$ cat src/rtl/per_key_bounded_history_buffer_core_defines.svh
// Assertion macros for the history buffer core.
`ifndef PER_KEY_BOUNDED_HISTORY_BUFFER_CORE_DEFINES_SVH
`define PER_KEY_BOUNDED_HISTORY_BUFFER_CORE_DEFINES_SVH

`ifndef SYNTHESIS
// Checked on every rising clock edge outside reset.
`define PBHB_ASSERT(lbl, prop) \
  lbl: assert property (@(posedge clk_i) disable iff (!rst_ni) prop) \
    else $error("pbhb assertion failed");
// Checked on every rising clock edge, reset included.
`define PBHB_ASSERT_ALWAYS(lbl, prop) \
  lbl: assert property (@(posedge clk_i) prop) \
    else $error("pbhb assertion failed");
`else
`define PBHB_ASSERT(lbl, prop)
`define PBHB_ASSERT_ALWAYS(lbl, prop)
`endif

`endif

$ cat src/rtl/pbhb_pkg.sv
`timescale 1ns / 1ps
package pbhb_pkg;

  localparam int NumUnits  = 64;
  localparam int Depth     = 16;
  localparam int WordWidth = 32;

  localparam int UnitW = (NumUnits > 1) ? $clog2(NumUnits) : 1;
  localparam int SlotW = $clog2(Depth);
  localparam int CntW  = $clog2(Depth + 1);
  localparam int AddrW = $clog2(NumUnits * Depth);

  // Port field widths
  localparam int MaxEntW   = 5;
  localparam int OpW       = 3;
  localparam int UnitIdW   = 6;
  localparam int OffW      = 5;
  localparam int PosWordW  = 32;
  localparam int StatusW   = 2;
  localparam int ReadWordW = 32;
  localparam int EntCntW   = 5;
  localparam int InDataW   = 48;
  localparam int OutDataW  = 40;

  localparam logic [MaxEntW-1:0] MaxEntReset = 5'd16;

  // Operation codes
  localparam logic [OpW-1:0] OP_LOG     = 3'd0;
  localparam logic [OpW-1:0] OP_READ    = 3'd1;
  localparam logic [OpW-1:0] OP_COUNT   = 3'd2;
  localparam logic [OpW-1:0] OP_CLR_KEY = 3'd3;
  localparam logic [OpW-1:0] OP_CLR_ALL = 3'd4;

  // Status codes
  localparam logic [StatusW-1:0] STAT_OK     = 2'd0;
  localparam logic [StatusW-1:0] STAT_NO_KEY = 2'd1;
  localparam logic [StatusW-1:0] STAT_RANGE  = 2'd2;

  typedef struct packed {
    logic             we;
    logic             clr_one;
    logic             clr_all;
    logic [UnitW-1:0] unit;
    logic [SlotW-1:0] oldest;
    logic [CntW-1:0]  count;
  } meta_wr_t;

  typedef struct packed {
    logic             present;
    logic [SlotW-1:0] oldest;
    logic [CntW-1:0]  count;
  } meta_rd_t;

endpackage

$ cat src/rtl/pbhb_meta_store.sv
`timescale 1ns / 1ps
module pbhb_meta_store
  import pbhb_pkg::*;
(
  input  logic             clk_i,
  input  logic             rst_ni,
  input  logic             rd_en_i,
  input  logic [UnitW-1:0] rd_unit_i,
  input  meta_wr_t         wr_i,
  output meta_rd_t         rd_o
);

  logic [SlotW+CntW-1:0] mem_q [NumUnits];
  logic [NumUnits-1:0]   valid_q;
  logic [SlotW+CntW-1:0] rd_data_q;
  logic                  rd_valid_q;

  // per-key ring pointer and fill level
  always_ff @(posedge clk_i) begin
    if (wr_i.we) begin
      mem_q[wr_i.unit] <= {wr_i.oldest, wr_i.count};
    end
    if (rd_en_i) begin
      rd_data_q <= mem_q[rd_unit_i];
    end
  end

  // valid bit doubles as key-present; invalid reads as zero
  always_ff @(posedge clk_i or negedge rst_ni) begin
    if (!rst_ni) begin
      valid_q    <= '0;
      rd_valid_q <= 1'b0;
    end else begin
      if (rd_en_i) begin
        rd_valid_q <= valid_q[rd_unit_i];
      end
      if (wr_i.clr_all) begin
        valid_q <= '0;
      end else if (wr_i.clr_one) begin
        valid_q[wr_i.unit] <= 1'b0;
      end else if (wr_i.we) begin
        valid_q[wr_i.unit] <= 1'b1;
      end
    end
  end

  assign rd_o.present = rd_valid_q;
  assign rd_o.oldest  = rd_valid_q ? rd_data_q[SlotW+CntW-1:CntW] : '0;
  assign rd_o.count   = rd_valid_q ? rd_data_q[CntW-1:0] : '0;

endmodule

$ cat config.mk
export PLATFORM = sky130hd
export DESIGN_NAME = pbhb_meta_store
export DESIGN_NICKNAME = d
export VERILOG_FILES = /design/src/rtl/per_key_bounded_history_buffer_core_defines.svh /design/src/rtl/pbhb_pkg.sv /design/src/rtl/pbhb_meta_store.sv
export SDC_FILE = /design/constraint.sdc
export NUM_CORES = 1
export LEC_CHECK = 0
export BUFFER_PORTS_ARGS = -buffer_cell sky130_fd_sc_hd__buf_4
export CAP_MARGIN = 15
export CORE_ASPECT_RATIO = 0.8
export CORE_UTILIZATION = 53
export CTS_CLUSTER_DIAMETER = 200
export DETAILED_ROUTE_END_ITERATION = 8
export PLACE_DENSITY = 0.78
export SYNTH_ARGS = -nofsm -noshare
export SYNTH_HDL_FRONTEND = slang
export SYNTH_SLANG_ARGS = --single-unit
export TNS_END_PERCENT = 5
$ cat constraint.sdc
create_clock -name clk_i -period 2.65 [get_ports clk_i]
set_clock_uncertainty 0.15 [all_clocks]
set_input_delay 0.3975 -clock clk_i [delete_from_list [all_inputs] [get_ports clk_i]]
set_output_delay 0.3975 -clock clk_i [all_outputs]
set_load 0.005 [all_outputs]
==> results, run 1 <==
- The die is 248 µm wide.
- The first-iteration detailed-routing DRC count is 1808.
- The count of maximum capacitance violations is 0.
- The number of global-route vias before repair is 13800.
- In this run the core area contains 71 standard-cell rows.
- The floorplan die area is 49400 µm².
- The slew at the pin with the worst max-slew slack is 0.874 ns.
- The cell area power density is 702 nW/µm².
- Global routing consumed, over all layers together, 26.6% of the routing resources.
- The first detailed-routing pass ran for 8 iterations.
- In the routed layout, each cell is associated on average with a via count of 6.56.
- Routability-driven placement finished with a final weighted congestion of 0.952.
- The worst setup path is of the input port to flip-flop kind.
- The max-slew violation total from the final report is 0.
- In this run, synthesis inferred 585 flip-flops with an integrated enable.
- The minimum clock period is 2.46 ns.
- In the final layout, the share of cells above drive strength 1 is 31.2%.
- Setup repair after global routing left no endpoint under its margin.
- The number of H-tree branching levels is 2.
- After synthesis the cells add up to 25700 µm².
- The share of the synthesized area in the top cell type is 68.3%.
- In this run the deepest clock path goes through 3 buffers.
- The dominant cell type by area after synthesis is edfxtp_1.
- TritonCTS built the clock tree.
- The initial utilization of the core area, before any placement, comes to 54.2%.
- The critical path startpoint category is an input port.
- The number of setup violations in the final report is 0.
- The first global-routing pass estimated 92800 µm of wire.
- The run finished with clean final reports.
- The data arrival at the endpoint of the critical path is 2.64 ns.
- The fmax is 406 MHz.
- For the final routed database, the setup TNS stands at 0 ns.
- The global routing's busiest layer is met1.
- The detailed-route via count is 13600.
- Relative to the synthesized area, the layout overhead comes to 14.9%.
- The wire length after detailed routing is 62900 µm.
- The analysis attributes to cell leakage a power of 9.77 nW.
- The post-synthesis sequential area ratio is 74.7%.
- The final critical path takes up 92.9% of the cycle.
- Summed over all layers, the global routing overflow is 0.
- The wire-length estimate of the detail-placed layout is 39600 µm.
- The number of cells on the worst reg-to-reg path is 4.
- The detail route stage leaves a number of antenna-violating nets equal to 0.
- The initial antenna violation count is 1.
- Counting distinct cell types in the post-synthesis netlist gives 34.
- VDD sags by at most 0.000639 V.
- The boundary pin count is 37.
- In the global route stage, met2 resource usage came out at 38.3%.
- The prevailing post-synth register cell is edfxtp_1.
- The floorplan step set the die height to 199 µm.
- The total of fill cells in the finished design is 3202.
- The sort of element at the end of the critical path is a flip-flop.
- The later-pin clock latency in the skew report is 0.60 ns.
- The count of final hold-check violations is 0.
- The number of nets handed over by synthesis was 1276.
- The tree is rooted in a clkbuf_16.
- Final hold analysis gives a worst-case slack of 0.0519 ns.
- Global routing consumed, on the met3 layer, 6.79% of the routing resources.
- The total area inside the core boundary comes to 47400 µm².
- The count of input and output buffers is 36.
- The final worst slack is 0.187 ns.
- The synthesized area per cell is 20.6 µm².
- Synthesis produced 1249 cells.
- In the synthesized netlist the async set-or-reset flop fraction comes to 10.0%.
- Ranked by total cell area, the synthesized netlist is headed by edfxtp_1 68%, mux4_2 17%, dfrtp_1 6.3%.
- The largest net degree at the start of global routing is 66.
- At the placement stage, the worst setup path has a slack of -0.389 ns.
- Along the worst hold path, the cell count comes to 1.
- The clock drives 650 sinks.
- The path category of the worst min-delay check is input port to flip-flop.
- The average detailed-routed wire length per instance is 30.3 µm.
- Summing all multi-input logic gate instances after layout gives 6130 µm².
- Data on the critical path is required at its endpoint by 2.83 ns.
- The total power draw is 20.7 mW.
- After synthesis the netlist holds a flip-flop and latch count of 650.
- The net count of the finished layout is 1438.
- The sequential cells in the finished layout cover a total of 19200 µm².
- The routing usage on met1 is 39.7%.
- The DRC violations left is 0.
- Along the worst path, the maximum fanout reaches 17.
- The clock transition at the registers of the reported paths is 0.07 ns.
- In the layout the commonest cells are 585 x edfxtp_1, 189 x mux4_2, 161 x buf_4.
- The number of warnings printed during yosys synthesis is 0.
- The total CTS buffers is 58.
- The most common library cell in the layout ignoring fill and taps is edfxtp_1.
- The worst slew margin relative to its limit is 41.8%.
## cell families after synthesis
kind of cell	count (synthesis)	share of synthesized area [%]
DFF	650	74.7
muxes	209	17.3
and+or+nand+nor	197	3.48
AOI/OAI and AO/OA	111	3.02
buffers and inverters	82	1.50
## sequential cells by signal (all words and copies together) (netlist names)
name and count:
mem_q 576, rd_data_q 9, valid_q 64, rd_valid_q 1
## worst paths after layout
| check | slack (ns) | end | from |
|---|---|---|---|
| setup / recovery | 0.19 | rd_data_q[5]$_DFFE_PP_ | rd_unit_i[0] |
| min in group asynchronous | 0.30 | valid_q[62]$_DFFE_PN0P_ | rst_ni |
| hold / removal | 0.05 | rd_data_q[4]$_DFFE_PP_ | rd_en_i |
| max in group asynchronous | 1.47 | valid_q[37]$_DFFE_PN0P_ | rst_ni |
| hold reg to reg | 0.42 | valid_q[15]$_DFFE_PN0P_ | valid_q[15]$_DFFE_PN0P_ |
| setup reg to reg | 0.22 | rd_data_q[5]$_DFFE_PP_ | mem_q[59][5]$_DFFE_PP_ |
## report_power, final
part / total [mW] / switching [mW] / internal, mW
combinational: 1.23 / 0.716 / 0.518
sequential: 11.3 / 0.0475 / 11.3
clock: 8.18 / 3.66 / 4.52
## through the flow
stage | cells | area, µm² | util, %
after floorplan | 1249 | 25700 | -
after global placement | 1970 | 27700 | 58.4
after detailed placement | 1970 | 27700 | 58.4
after CTS | 2078 | 29500 | 62.3
after global routing | 2078 | 29500 | 62.3
final | 2079 | 29500 | 62.3
## timing repair
item	4_1_cts	5_1_grt
resized for setup	0	0
buffers inserted	0	0
hold buffers	1	0
hold endpoints to repair	65	0
## layout make-up
| type | instances | area share, % |
|---|---|---|
| timing repair buffer | 181 | 5.37 |
| sequential | 650 | 65.0 |
| inverter | 3 | 0.0381 |
| tap | 620 | 2.63 |
| clock buffer | 69 | 5.20 |
| clock inverter | 38 | 1.04 |
| multi-input combinational | 517 | 20.7 |
| antenna | 1 | 0.00847 |
## per-layer routing
| layer | part of all wire, % | wire, µm | vias up |
|---|---|---|---|
| met1 | 41 | 25600 | 7141 |
| li1 | - | - | 5496 |
| met5 | 0.021 | 13 | - |
| met4 | 3.6 | 2250 | 2 |
| met2 | 44 | 28000 | 868 |
| met3 | 11 | 7070 | 141 |
## cell usage after synthesis (5+ instances only)
cell        n
mux2i_1    20
nor3_1      5
nor2_1    122
mux4_2    189
nor2b_1     5
o22ai_1    12
edfxtp_1  585
buf_2      11
a211oi_1   65
buf_1       6
dfrtp_1    65
and2_1     16
buf_4       9
nand3_1     7
clkbuf_1   49
a22oi_1    10
nand2_1    18
a21oi_1    17
## worst max-delay path: stages
cell and delay, ns:
buf_8 0.19, buf_12 0.23, buf_12 0.18, mux4_2 0.52, mux4_2 0.53, o22ai_1 0.47, nor2_1 0.10
No activity file was read; power rests on OpenSTA's default activity.
==> inputs of run 2 (changes only) <==
==> constraint.sdc (replaced) <==
create_clock -name clk_i -period 2.29 [get_ports clk_i]
set_clock_uncertainty 0.15 [all_clocks]
set_input_delay 0.458 -clock clk_i [delete_from_list [all_inputs] [get_ports clk_i]]
set_output_delay 0.458 -clock clk_i [all_outputs]
set_load 0.005 [all_outputs]
==> run 2 against run 1 <==
Hold slack better by 0.049 ns. Via count rose by 0.62%. Power is 15% higher. Die area did not move. Final area increased by 0.44%. Count of clock-buffer cells in the layout up 11. Combinational power is 20% higher. Routed wire length is 0.76% higher. Cell count increased by 0.91%. Sequential cell count unchanged. Register-to-register slack worse by 0.20 ns. Critical endpoint is now rd_data_q[2]$_DFFE_PP_. Largest power group unchanged.
==> results, run 2 (synthesis gave the netlist of run 1 again) <==
- The clock root buffer is clkbuf_16.
- The final non-filler cell area was 29700 µm² (+0.44%).
- The number of buffers inserted by post-CTS setup repair was 0 (unchanged).
- The worst slew margin relative to its limit is 27.5% (-14 points).
- The placeable core region was 47400 µm² (unchanged).
- The detailed-route via count is 13700 (+0.62%).
- The critical path startpoint category is a flip-flop.
- The half-perimeter wire length after placement is 39900 µm (+0.72%).
- Relative to the synthesized area, the layout overhead comes to 15.4%.
- The total number of clock tree sinks is 650 (unchanged).
- The routing usage on met1 is 40.3% (+0.58 points).
- The wire length after detailed routing came to 63400 µm (+0.76%).
- The source of the critical timing path is mem_q[31][2]$_DFFE_PP_.
- The number of setup violations in the final report is 0 (unchanged).
- The placed instance area is 27900 µm² (+0.61%).
- Setup repair after global routing left no endpoint under its margin.
- The register with the most flip-flops is mem_q.
- The x dimension of the die is 248 µm (unchanged).
- The via density per instance is 6.55 (-0.29%).
- TritonCTS built the clock tree.
- The post-route antenna net violation count came to 0 (unchanged).
- The number of detailed-route iterations in the first pass is 5 (-3).
- The count of final hold-check violations came to 0 (unchanged).
- STA classifies the critical path endpoint as a flip-flop.
- The boundary pin count is 37 (unchanged).
- The DRC violations left is 0 (unchanged).
- The slew at the pin with the worst max-slew slack is 1.08 ns (+0.210 ns).
- The maximum fanout count along the critical path is 1 (-16).
- The path category of the worst min-delay check is input port to flip-flop.
- The share of the clock period used by the worst path is 99.0%.
- The overall die height is 199 µm (unchanged).
- The count of placed standard cells in the final layout, fillers left out is 2098 (+0.91%).
- The leakage dissipation was 9.83 nW (+0.57%).
- The count of maximum capacitance violations is 0 (unchanged).
- The site row count was 71 (unchanged).
- The total power draw is 23.8 mW (+15%).
- The area used by sequential logic in the layout is 19200 µm² (unchanged).
- The fmax is 441 MHz.
- The total of fill cells in the finished design is 3201 (-0.031%).
- The overall overflow remaining after global route was 0 (unchanged).
- In the layout the commonest cells are 585 x edfxtp_1, 189 x mux4_2, 173 x buf_4.
- The average detailed-routed wire length per instance is 30.2 µm (-0.15%).
- The floorplan die area was 49400 µm² (unchanged).
- The number of H-tree branching levels was 2 (unchanged).
- The flip-flop count of the largest register, all copies and words added is 576 (unchanged).
- The library cell used most frequently in the layout, excluding fill and tap cells, is edfxtp_1.
- The peak supply drop is 0.000703 V (+10%).
- The largest registers in the layout are mem_q x576, valid_q x64, rd_data_q x9.
- The count of nets after finishing came to 1454 (+1.1%).
- The fraction of layout instances using a drive strength above 1 came to 32.0% (+0.79 points).
- The largest net degree at the start of global routing is 65 (-1.5%).
- The met2 routing resource usage after global routing came to 38.8% (+0.47 points).
- The origin of the critical flop-to-flop path is mem_q[31][2]$_DFFE_PP_.
- The run finished with clean final reports.
- The first-iteration detailed-routing DRC count is 1871 (+3.5%).
- The met3 routing resource usage after global routing is 7.73% (+0.94 points).
- The number of global-route vias before repair is 13700 (-0.39%).
- The worst hold path startpoint is rd_en_i.
- The clock transition at the registers of the reported paths came to 0.07 ns (about the same).
- The layer flagged by global routing as most heavily used is met1.
- The data arrival at the endpoint of the critical path is 2.45 ns (-0.19 ns).
- The clock period could shrink to 2.27 ns.
- The class of the most critical setup path is flip-flop to flip-flop.
- The buffer levels on the longest clock path came to 3 (unchanged).
- The area occupied by multi-input gates is 6140 µm² (+0.20%).
- The combined global-route utilization of all metal layers is 26.8% (+0.19 points).
- The initial antenna violation count is 4 (+3).
- The total CTS buffers came to 58 (unchanged).
- The max-slew violation total from the final report is 0 (unchanged).
- The wire length of the first global-routing pass is 93100 µm (+0.38%).
- The placer congestion estimate is 0.977 (+2.7%).
- The starting density of the core came to 54.2% (unchanged).
- The count of input and output buffers is 36 (unchanged).
- The required arrival time at the worst endpoint is 2.47 ns (-0.36 ns).
- The later-pin clock latency in the skew report came to 0.61 ns (about the same).
- The cell area power density came to 802 nW/µm² (+14%).
- The number of instances in the placed design is 1986 (+0.81%).
## run 2: changes by cell type in the layout (fill, tap and decap cells not counted), moves of 3 or more
cell	delta
buf_12	+4
buf_4	+12
clkbuf_1	+9
clkbuf_8	+3
clkinv_1	-7
clkinv_2	-3
## run 2: path summary, 6_finish.rpt
| path | end | slack (ns) | depth (start not counted) |
|---|---|---|---|
| max | rd_data_q[2]$_DFFE_PP_ | 0.02 | 4 |
| min | rd_valid_q$_DFFE_PN0P_ | 0.10 | 2 |
| max reg2reg | rd_data_q[2]$_DFFE_PP_ | 0.02 | 4 |
| min reg2reg | valid_q[12]$_DFFE_PN0P_ | 0.42 | 2 |
| max in group asynchronous | valid_q[33]$_DFFE_PN0P_ | 1.21 | 3 |
| min in group asynchronous | valid_q[50]$_DFFE_PN0P_ | 0.21 | 2 |
## run 2: repair_timing
item                                    in CTS  in global routing
hold endpoints to repair                    34                  0
hold buffers                                 1                  0
resized for setup                            0                  2
endpoints found under the setup margin       0                  2
## run 2: final cells by class
class,count,share of cell area (%)
Antenna cell,3,0.0253
Inverter,3,0.0380
Tap cell,620,2.61
Sequential cell,650,64.7
Clock inverter,28,0.671
Multi-Input combinational cell,517,20.7
Timing Repair Buffer,197,5.92
Clock buffer,80,5.34
## run 2: critical path, cell delays in order, from the launching register on
cell      delay, ns
edfxtp_1       0.37
mux4_2         0.48
mux4_2         0.57
o22ai_1        0.33
nor2_1         0.08
## run 2: through the flow
step / TNS, ns / worst slack (ns) / hold slack (ns) / util, %
6_report: 0 / 0.0224 / 0.101 / 62.5
3_5_place_dp: -4.33 / -0.578 / 0.292 / 58.7
5_1_grt: 0 / 0.00378 / 0.0843 / 62.5
2_1_floorplan: -1.43 / -0.170 / 0.0124 / -
3_3_place_gp: -4.29 / -0.568 / 0.290 / 58.7
4_1_cts: 0 / 0.0258 / 0.0678 / 62.5
## run 2: layer usage
layer,up-vias,wire length [µm]
li1,5545,-
met1,7103,24900
met2,956,28200
met5,-,39
met3,123,8460
met4,6,1800
## run 2: where the power goes
| group | total [mW] | switching [mW] | leakage, nW | internal [mW] |
|---|---|---|---|---|
| clock | 9.24 | 4.18 | 0.867 | 5.06 |
| sequential | 13.1 | 0.0513 | 6.17 | 13.0 |
| combinational | 1.47 | 0.850 | 2.79 | 0.620 |
